File: src/hw/rtl/ppmq_pkg.sv
package ppmq_pkg;

    // Request kinds.
    typedef enum logic [1:0] {
        K_SEND     = 2'd0,
        K_RECEIVE  = 2'd1,
        K_REGISTER = 2'd2,
        K_CLEANUP  = 2'd3
    } t_kind;

    // Result status codes.
    localparam logic [1:0] ST_OK    = 2'd0;
    localparam logic [1:0] ST_ERROR = 2'd1;
    localparam logic [1:0] ST_EMPTY = 2'd2;

    // Commands from the controller to the datapath.
    typedef struct packed {
        logic latch;    // capture the request and run the slot lookup
        logic commit;   // apply slot-table updates and issue the memory access
        logic finish;   // load the result register
    } t_cmd;

    // Status from the datapath to the controller.
    typedef struct packed {
        logic mem_read; // the committed request reads the message memory
    } t_stat;

endpackage

File: src/hw/rtl/ppmq_ctrl.sv
module ppmq_ctrl (
    input  logic            i_clk,
    input  logic            i_rst_n,
    input  logic            i_req_valid,
    output logic            o_req_ready,
    output logic            o_res_valid,
    input  logic            i_res_ready,
    input  ppmq_pkg::t_stat i_stat,
    output ppmq_pkg::t_cmd  o_cmd
);
    import ppmq_pkg::*;

    typedef enum logic [1:0] {S_IDLE, S_LOOK, S_MEM} t_state;

    t_state r_state;
    logic   r_res_valid;
    logic   res_free;

    // The result register is free when empty or being taken this cycle.
    assign res_free    = !r_res_valid || i_res_ready;
    assign o_req_ready = (r_state == S_IDLE);
    assign o_res_valid = r_res_valid;

    always_comb begin
        o_cmd.latch  = (r_state == S_IDLE) && i_req_valid;
        o_cmd.commit = (r_state == S_LOOK);
        o_cmd.finish = ((r_state == S_LOOK) && !i_stat.mem_read && res_free) ||
                       ((r_state == S_MEM) && res_free);
    end

    // State and result-valid flag.
    always_ff @(posedge i_clk) begin
        if (!i_rst_n) begin
            r_state     <= S_IDLE;
            r_res_valid <= 1'b0;
        end else begin
            if (o_cmd.finish) r_res_valid <= 1'b1;
            else if (i_res_ready) r_res_valid <= 1'b0;
            case (r_state)
                S_IDLE: if (i_req_valid) r_state <= S_LOOK;
                S_LOOK: begin
                    if (o_cmd.finish) r_state <= S_IDLE;
                    else r_state <= S_MEM;
                end
                S_MEM: if (res_free) r_state <= S_IDLE;
                default: r_state <= S_IDLE;
            endcase
        end
    end

endmodule

File: config.mk
export PLATFORM = sky130hd
export DESIGN_NAME = ppmq_ctrl
export DESIGN_NICKNAME = d
export VERILOG_FILES = /design/src/hw/rtl/ppmq_pkg.sv /design/src/hw/rtl/ppmq_ctrl.sv
export SDC_FILE = /design/constraint.sdc
export NUM_CORES = 1
export LEC_CHECK = 0
export BUFFER_PORTS_ARGS = -buffer_cell sky130_fd_sc_hd__clkbuf_2
export CELL_PAD_IN_SITES_DETAIL_PLACEMENT = 1
export CELL_PAD_IN_SITES_GLOBAL_PLACEMENT = 1
export CORE_AREA = 2 2 39 41
export CTS_CLUSTER_DIAMETER = 80
export DETAILED_ROUTE_END_ITERATION = 8
export DIE_AREA = 0 0 41 43
export MAX_ROUTING_LAYER = met4
export PLACE_DENSITY = 0.5
export SYNTH_ARGS = -nofsm -noshare
export SYNTH_HDL_FRONTEND = slang
export SYNTH_SLANG_ARGS = --single-unit
export TNS_END_PERCENT = 20
File: constraint.sdc
create_clock -name i_clk -period 1.03 [get_ports i_clk]
set_input_delay 0.206 -clock i_clk [delete_from_list [all_inputs] [get_ports i_clk]]
set_output_delay 0.206 -clock i_clk [all_outputs]
set_load 0.05 [all_outputs]
==> results.cfg, run 1 <==
[outcome]
status = finished, violations left
violations = setup timing

[layout]
synthToLayoutAreaGrowth_pct = 146
n_antenna_cell = 0
nets = 44
fin_area_um2 = 397
drive_gt1_share_pct = 84.2
nFillCells = 158
fin_cells = 54

[floorplanning]
die_area_um2 = 1760
ioPinCount = 10
rows = 14
core_area_um2 = 1380
die_h_um = 43
chipWidth_um = 41
start_util_pct = 11.7

[place]
preCtsSetupSlack_ns = -0.196
portBuffers = 9
placed_area_um2 = 297
place_congestion = 0.590
place_inst = 48

[worst_setup_path]
cp-end-kind = output pin
criticalPathCategory = reg -> out
slowest_delay_ns = 0.33
crit_chain = and2b_2 > a21oi_4 > nor2_4 > buf_8
critPathSlowestCell = dfxtp_2
startpoint_type = flip-flop
r2r_start = r_state[0]$_SDFFE_PN0P_
cp_max_fo = 3
arrival_ns = 1.14
cp.required_ns = 0.82
startpoint = r_state[0]$_SDFFE_PN0P_

[sta]
tightest_slew_ns = 0.142
layout_setup_ws_ns = -0.317
timing.fmax_mhz = 742
finalCritPeriodShare_pct = 131
rsz0062_at_grt = yes
slew_viol_final = 0
setup_viol = 5
hold_viol_final = 0
tns_ns = -1.10
fin_skew_ns = 0.000753
period_needed_ns = 1.35
slew_headroom_pct = 90.5

[worst_hold_path]
hp-class = in -> reg
min_from = i_req_valid

[run]
max_cap_violations = 0

[power_and_ir_drop]
p_total_uw = 507
pwr-share-clk_pct = 42.1
switchingPower_uw = 156
peakVddDrop_mv = 0.900
seq_power_share_pct = 25.1
powerDensity_nw_per_um2 = 1280
pwr-share-comb_pct = 32.7
p_int_uw = 351
p_leak_nw = 0.185
switching_share_pct = 30.8

[synthesis]
synth-xor-area-share_pct = 0
synth.distinct_cells = 12
synth_compound_area_share_pct = 24.8
syn_nets = 22
ys_ff_latch = 3
synth_fa_ha_area_share_pct = 0
synth-seq-area-share_pct = 37.2
yosys.area_share.simple_pct = 33.3
yosys_warnings = 0
postSynthAreaPerCell_um2 = 9.49
synth_area_um2 = 161
synth_top_family_by_area = simple AND/OR/NAND/NOR gates
synth_mux_area_share_pct = 0
netlist_instances = 17

[clock_network]
cts_hold_buf = 0
clkLatencyLatePin_ns = 0.24
clockBufferDepth = 2
htree_levels = 1
clock_tree.root_cell = clkbuf_4
cts_made_buffers = 3
cts_tree = yes
cts_sinks = 3
clk_pin_slew_ns = 0.04

[routing]
routedWlPerCell_um = 9.61
drcViolationCount = 0
routed_via_density = 3.56
vias = 192
ant_nets = 0
dr.pass1.iters = 2
first_iter_violations = 1
drt_wl_total_um = 519

[global_route]
grt_pass1_vias = 205
grt_pass1_wl_um = 814
grt_max_degree = 4
grt-ovfl-total = 0
grt_antenna_before_repair = 0
grt_usage_pct = 7.94
[worst paths after layout]
kind | endpoint | slack [ns] | cells after the start
max | o_cmd[0] | -0.32 | 4
min reg2reg | r_state[1]$_SDFFE_PN0P_ | 0.67 | 4
min | r_state[0]$_SDFFE_PN0P_ | 0.21 | 2
max reg2reg | o_res_valid$_SDFFE_PN0P_ | -0.14 | 6
[metal layers]
metal	up-vias	share of wire (%)	track usage, %
met4	0	0	4.00
met3	0	10	6.28
met2	12	51	11.6
met1	85	38	7.12
li1	95	-	-
met5	-	0	-
[final cells by class]
cell class | count | area, um2 | share of cell area (%)
timing repair buffer | 17 | 161 | 40.7
multi-input combinational | 12 | 119 | 30.0
sequential | 3 | 62.6 | 15.8
clock buffer | 4 | 26.3 | 6.62
tap | 16 | 20.0 | 5.05
inverter | 2 | 7.51 | 1.89
[sequential cells by signal (all words and copies together), names as in the netlist]
| name | cells |
|---|---|
| r_state | 2 |
| o_res_valid | 1 |
[cells in the final DEF, fill, tap and decap left out, drive strengths merged]
master  netlist  layout
buf           0      12
nor2          2       2
o21ai         1       1
a21oi         1       1
and3          1       1
inv           2       2
a21boi        2       2
nand2         1       1
nor2b         1       1
dfxtp         3       3
and2b         2       2
clkbuf        0       9
and2          1       1
[cell usage after synthesis]
library cell	instances	area, um2
dfxtp_1	3	60.1
nor2b_4	1	13.8
and2_1	1	6.26
and3_1	1	6.26
nor2_1	2	7.51
a21boi_2	2	22.5
o21ai_2	1	8.76
and2b_1	1	7.51
and2b_2	1	8.76
nand2_1	1	3.75
inv_1	2	7.51
a21oi_2	1	8.76
[worst max-delay path: cells and delay by family, from the launching register on]
kind,cells,cell delay (ns)
flip-flops,1,0.33
AO/OA/AOI/OAI,1,0.15
buffers and inverters,1,0.14
AND/OR/NAND/NOR,2,0.29
[metrics by stage]
stage / hold slack (ns) / util [%]
after floorplan: 0.352 / -
after global placement: 0.442 / 21.4
after detailed placement: 0.452 / 21.4
after CTS: 0.199 / 27.8
after global routing: 0.222 / 28.7
final: 0.208 / 28.7
[power groups by stage]
stage               clock, mW  sequential, mW  combinational, mW
floorplan                   0           0.137             0.0763
global placement            0           0.128              0.123
detailed placement          0           0.129              0.127
CTS                     0.231           0.128              0.157
global route            0.244           0.128              0.175
finish                  0.214           0.127              0.166
[timing repair]
| item | 4_1_cts | 5_1_grt |
|---|---|---|
| setup buffers | 1 | 1 |
| pin swaps | 1 | 0 |
| endpoints found under the setup margin | 5 | 6 |
| gates resized for setup | 13 | 4 |
| cloned | 0 | 0 |
[cell families (layout without fill, tap and decap cells)]
kind of cell	Yosys count	count (layout)
and+or+nand+nor	8	8
AOI/OAI and AO/OA	4	4
DFF	3	3
buffers and inverters	2	23
No activity file was read; power rests on OpenSTA's default activity.
==> run 2: changes to the inputs <==
--- a/config.mk
+++ b/config.mk
@@ -9,11 +9,13 @@
 export CELL_PAD_IN_SITES_DETAIL_PLACEMENT = 1
 export CELL_PAD_IN_SITES_GLOBAL_PLACEMENT = 1
 export CORE_AREA = 2 2 39 41
+export CTS_BUF_LIST = sky130_fd_sc_hd__clkbuf_8
 export CTS_CLUSTER_DIAMETER = 80
 export DETAILED_ROUTE_END_ITERATION = 8
 export DIE_AREA = 0 0 41 43
 export MAX_ROUTING_LAYER = met4
 export PLACE_DENSITY = 0.5
+export RECOVER_POWER = 25
 export SYNTH_ARGS = -nofsm -noshare
 export SYNTH_HDL_FRONTEND = slang
 export SYNTH_SLANG_ARGS = --single-unit
==> run 2 against run 1 <==
  * The flow still finishes with violations (setup timing)
  * Core utilization grew 1.4 points
  * Clock skew grew 0.0013 ns
  * Global-route usage is the same
  * Register-to-register slack about the same
  * Flip-flop and latch count is the same
  * Die area stayed put
  * Power is 24% higher
  * Routed wire length grew 0.96%
  * Maximum frequency rose by 1.5%
  * Clock-buffer cell count down 1
  * Sequential power barely moved
  * Largest power group unchanged
==> results.cfg, run 2 (same netlist as run 1, synthesis figures left out) <==
[power_and_ir_drop]
peakVddDrop_mv = 1.21
p_leak_nw = 0.196
pwr-share-comb_pct = 26.3
powerDensity_nw_per_um2 = 1520
pwr-share-clk_pct = 53.4
seq_power_share_pct = 20.3
switching_share_pct = 27.1
switchingPower_uw = 171
p_total_uw = 631
p_int_uw = 459

[sta]
slew_headroom_pct = 89.5
hold_viol_final = 0
rsz0062_at_grt = yes
fin_skew_ns = 0.00205
tns_ns = -1.01
finalCritPeriodShare_pct = 129
tightest_slew_ns = 0.158
timing.fmax_mhz = 754
fin_hold_ws_ns = 0.231
slew_viol_final = 0
period_needed_ns = 1.33
setup_viol = 5
layout_setup_ws_ns = -0.297

[clock_network]
cts_made_buffers = 3
clockBufferDepth = 2
htree_levels = 1
clkLatencyLatePin_ns = 0.22
clock_tree.root_cell = clkbuf_8
cts_tree = yes
cts_hold_buf = 0
clk_pin_slew_ns = 0.03
cts_sinks = 3

[global_route]
grt_antenna_before_repair = 0
grt_max_degree = 4
grt_pass1_wl_um = 814
grt-ovfl-total = 0
grt_pass1_vias = 205
grt_usage_pct = 7.94

[routing]
routedWlPerCell_um = 9.70
drcViolationCount = 0
first_iter_violations = 0
routed_via_density = 3.59
drt_wl_total_um = 524
vias = 194
dr.pass1.iters = 1
ant_nets = 0

[worst_setup_path]
startpoint_type = flip-flop
cp.required_ns = 0.82
cp_max_fo = 3
cp-end-kind = output pin
criticalPathCategory = reg -> out
arrival_ns = 1.12

[layout]
synthToLayoutAreaGrowth_pct = 157
regMostFlops = r_state
n_antenna_cell = 0
final_cell_mix = buf_4 (7), clkbuf_2 (4), inv_1 (3), clkbuf_8 (3), buf_8 (3)
drive_gt1_share_pct = 84.2
final_common_cell = buf_4
largest_register_ffs = 2
nFillCells = 155
nets = 44

[floorplanning]
core_area_um2 = 1380
rows = 14
chipWidth_um = 41
ioPinCount = 10
die_h_um = 43
die_area_um2 = 1760
start_util_pct = 11.7

[worst_hold_path]
hp-class = in -> reg

[outcome]
status = finished, violations left
violations = setup timing

[run]
max_cap_violations = 0

[place]
portBuffers = 9
place_congestion = 0.590
==> run 2: layout make-up <==
| cell class | instances | area, um2 | area share, % |
|---|---|---|---|
| multi-input combinational | 12 | 119 | 28.6 |
| tap | 16 | 20.0 | 4.82 |
| clock inverter | 1 | 3.75 | 0.904 |
| clock buffer | 3 | 41.3 | 9.94 |
| sequential | 3 | 62.6 | 15.1 |
| inverter | 2 | 7.51 | 1.81 |
| timing repair buffer | 17 | 161 | 38.9 |
==> run 2: power groups by stage <==
stage               clock network (mW)  registers, mW  logic [mW]
finish                           0.337          0.128       0.166
floorplan                            0          0.137      0.0763
detailed placement                   0          0.129       0.127
global route                     0.367          0.129       0.174
global placement                     0          0.128       0.123
CTS                              0.352          0.128       0.157
==> run 2: timing repair <==
item | in CTS | in global routing
resized for setup | 13 | 3
pin swaps | 1 | 0
endpoints found under the setup margin | 5 | 5
setup buffers | 1 | 1
==> run 2: through the flow <==
step                std cells  setup slack [ns]  utilization [%]  cell area, um2
global route               54            -0.342             30.0             415
CTS                        53            -0.333             29.2             404
global placement           48            -0.150             21.4             297
finish                     54            -0.297             30.0             415
detailed placement         48            -0.196             21.4             297
floorplan                  17            -0.312                -             186
==> run 2: worst paths after layout <==
check | start | end | slack, ns | cells after the start
min | i_req_valid | r_state[0]$_SDFFE_PN0P_ | 0.23 | 2
min reg2reg | r_state[1]$_SDFFE_PN0P_ | r_state[1]$_SDFFE_PN0P_ | 0.67 | 4
max reg2reg | r_state[0]$_SDFFE_PN0P_ | o_res_valid$_SDFFE_PN0P_ | -0.14 | 6
max | r_state[0]$_SDFFE_PN0P_ | o_cmd[0] | -0.30 | 4
==> run 2: metal layers <==
| metal | vias to the layer above | wire length (um) | GRT usage, % |
|---|---|---|---|
| met4 | 0 | 0 | 4.00 |
| met3 | 0 | 52 | 6.28 |
| met1 | 87 | 203 | 7.12 |
| li1 | 95 | - | - |
| met2 | 12 | 268 | 11.6 |
| met5 | - | 0 | - |
==> run 2: critical path: stages (launching register included) <==
cell     delay [ns]
dfxtp_2        0.33
and2b_2        0.24
a21oi_4        0.15
nor2_4         0.05
buf_8          0.14
==> run 3: changes to the inputs <==
--- a/config.mk
+++ b/config.mk
@@ -16,6 +16,7 @@
 export MAX_ROUTING_LAYER = met4
 export PLACE_DENSITY = 0.5
 export RECOVER_POWER = 25
+export SETUP_SLACK_MARGIN = 0.05
 export SYNTH_ARGS = -nofsm -noshare
 export SYNTH_HDL_FRONTEND = slang
 export SYNTH_SLANG_ARGS = --single-unit
==> run 3 against run 2 <==
  * The flow still finishes with violations (setup timing)
  * Register-to-register slack is essentially flat
  * Non-clock buffer count is the same
  * Power grew 0.37%
  * Maximum frequency is essentially flat
  * Global-route usage is the same
  * Sequential power is essentially flat
  * First-iteration DRC count is the same
  * Flip-flop and latch count is the same
  * Final area grew 1.5%
  * Critical path depth is the same
  * Setup slack is essentially flat
  * Worst hold slack is the same
  * Critical path type unchanged
  * Largest cell class unchanged
==> results.cfg, run 3 (same netlist as run 1, synthesis figures left out) <==
[outcome]
status = finished, violations left
violations = setup timing

[run]
max_cap_violations = 0

[worst_setup_path]
startpoint_type = flip-flop
critPathSlowestCell = dfxtp_2
r2r_start = r_state[0]$_SDFFE_PN0P_
critPathTopFamily = flip-flops
criticalPathCategory = reg -> out
cp.buffers_inverters = 1
arrival_ns = 1.12
cp.required_ns = 0.82
slowest_delay_ns = 0.33
crit_chain = and2b_2 > a21oi_4 > nor2_4 > buf_8
cp_max_fo = 3
regToRegSetupSlack_ns = -0.14
worstReg2RegEnd = o_res_valid$_SDFFE_PN0P_
cp-end-kind = output pin
reg2reg_depth = 6

[clock_network]
clock_tree.root_cell = clkbuf_8
cts_sinks = 3
cts_made_buffers = 3
htree_levels = 1
cts_tree = yes
clockBufferDepth = 2
cts_hold_buf = 0
clkLatencyLatePin_ns = 0.22
clk_pin_slew_ns = 0.03

[floorplanning]
ioPinCount = 10
start_util_pct = 11.7
core_area_um2 = 1380
chipWidth_um = 41
die_h_um = 43
die_area_um2 = 1760
rows = 14

[worst_hold_path]
whs_endpoint = r_state[0]$_SDFFE_PN0P_
min_from = i_req_valid
hp-class = in -> reg
min_path_cells = 2

[power_and_ir_drop]
seq_power_share_pct = 20.2
pwr-share-clk_pct = 53.2
powerDensity_nw_per_um2 = 1500
p_int_uw = 461
p_leak_nw = 0.199
switchingPower_uw = 171
pwr-share-comb_pct = 26.5
peakVddDrop_mv = 1.21
switching_share_pct = 27.1
p_total_uw = 633

[routing]
routed_via_density = 3.59
drcViolationCount = 0
ant_nets = 0
drt_wl_total_um = 522
vias = 194
routedWlPerCell_um = 9.67
first_iter_violations = 0
dr.pass1.iters = 1

[sta]
slew_headroom_pct = 90.5
setup_viol = 5
layout_setup_ws_ns = -0.297
slew_viol_final = 0
hold_viol_final = 0
fin_skew_ns = 0.00205
timing.fmax_mhz = 754
tns_ns = -1.01
rsz0062_at_grt = yes
finalCritPeriodShare_pct = 129
tightest_slew_ns = 0.142
period_needed_ns = 1.33
fin_hold_ws_ns = 0.231

[layout]
final_common_cell = buf_4
n_antenna_cell = 0
fin_cells = 54
drive_gt1_share_pct = 84.2
largest_register_ffs = 2
synthToLayoutAreaGrowth_pct = 161
regMostFlops = r_state
final_cell_mix = buf_4 (7), clkbuf_8 (4), clkbuf_2 (4), inv_1 (3), buf_8 (3)
nFillCells = 156
nets = 44
fin_util_pct = 30.5

[global_route]
grt-ovfl-total = 0
grt_pass1_wl_um = 814
grt_usage_pct = 7.94
grt_antenna_before_repair = 0
grt_max_degree = 4
grt_pass1_vias = 205

[place]
place_inst = 48
portBuffers = 9
place_congestion = 0.590
[run 3: how the worst max path moves through the flow]
| stage | to | startpoint | cells past startpoint | slack, ns |
|---|---|---|---|---|
| after global placement | o_cmd[0] | r_state[1]$_SDFFE_PN0P_ | 4 | -0.15 |
| after global routing | o_cmd[0] | r_state[0]$_SDFFE_PN0P_ | 4 | -0.34 |
| final | o_cmd[0] | r_state[0]$_SDFFE_PN0P_ | 4 | -0.30 |
| after detailed placement | o_cmd[0] | r_state[1]$_SDFFE_PN0P_ | 4 | -0.20 |
| after CTS | o_cmd[0] | r_state[0]$_SDFFE_PN0P_ | 4 | -0.33 |
| after floorplan | o_cmd[0] | r_state[0]$_SDFFE_PN0P_ | 3 | -0.31 |
[run 3: through the flow]
| stage | cell area (um2) | setup slack [ns] |
|---|---|---|
| after global routing | 422 | -0.342 |
| after global placement | 297 | -0.150 |
| after floorplan | 186 | -0.312 |
| final | 422 | -0.297 |
| after detailed placement | 297 | -0.196 |
| after CTS | 410 | -0.333 |
[run 3: repair_timing]
action / CTS / global route
resized for setup: 14 / 3
setup endpoints to repair: 6 / 6
hold endpoints to repair: 0 / 0
buffers inserted: 1 / 1
pin swaps: 1 / 0
[run 3: layout make-up]
class,count,area [um2],area share (%)
flip-flops and latches,3,62.6,14.8
multi-input cells,12,119,28.2
repair buffers,17,168,39.8
inverters,2,7.51,1.78
clock buffers,3,41.3,9.79
well taps,16,20.0,4.75
clock inverters,1,3.75,0.890
[run 3: power by group through the flow]
| stage | clock network [mW] | logic [mW] | registers [mW] |
|---|---|---|---|
| finish | 0.337 | 0.168 | 0.128 |
| global route | 0.367 | 0.177 | 0.129 |
| CTS | 0.352 | 0.159 | 0.128 |
| detailed placement | 0 | 0.127 | 0.129 |
| global placement | 0 | 0.123 | 0.128 |
| floorplan | 0 | 0.0763 | 0.137 |
[run 3: metal layers]
layer | share of wire, % | GRT usage (%)
met1 | 39 | 7.12
met2 | 52 | 11.6
met3 | 9.6 | 6.28
met4 | 0 | 4.00
met5 | 0 | -
[run 3: worst register-to-register path: stages (launching register included)]
cell	delay, ns
dfxtp_2	0.33
and2b_2	0.24
a21oi_4	0.15
buf_4	0.13
buf_4	0.09
buf_4	0.09
a21boi_2	0.04
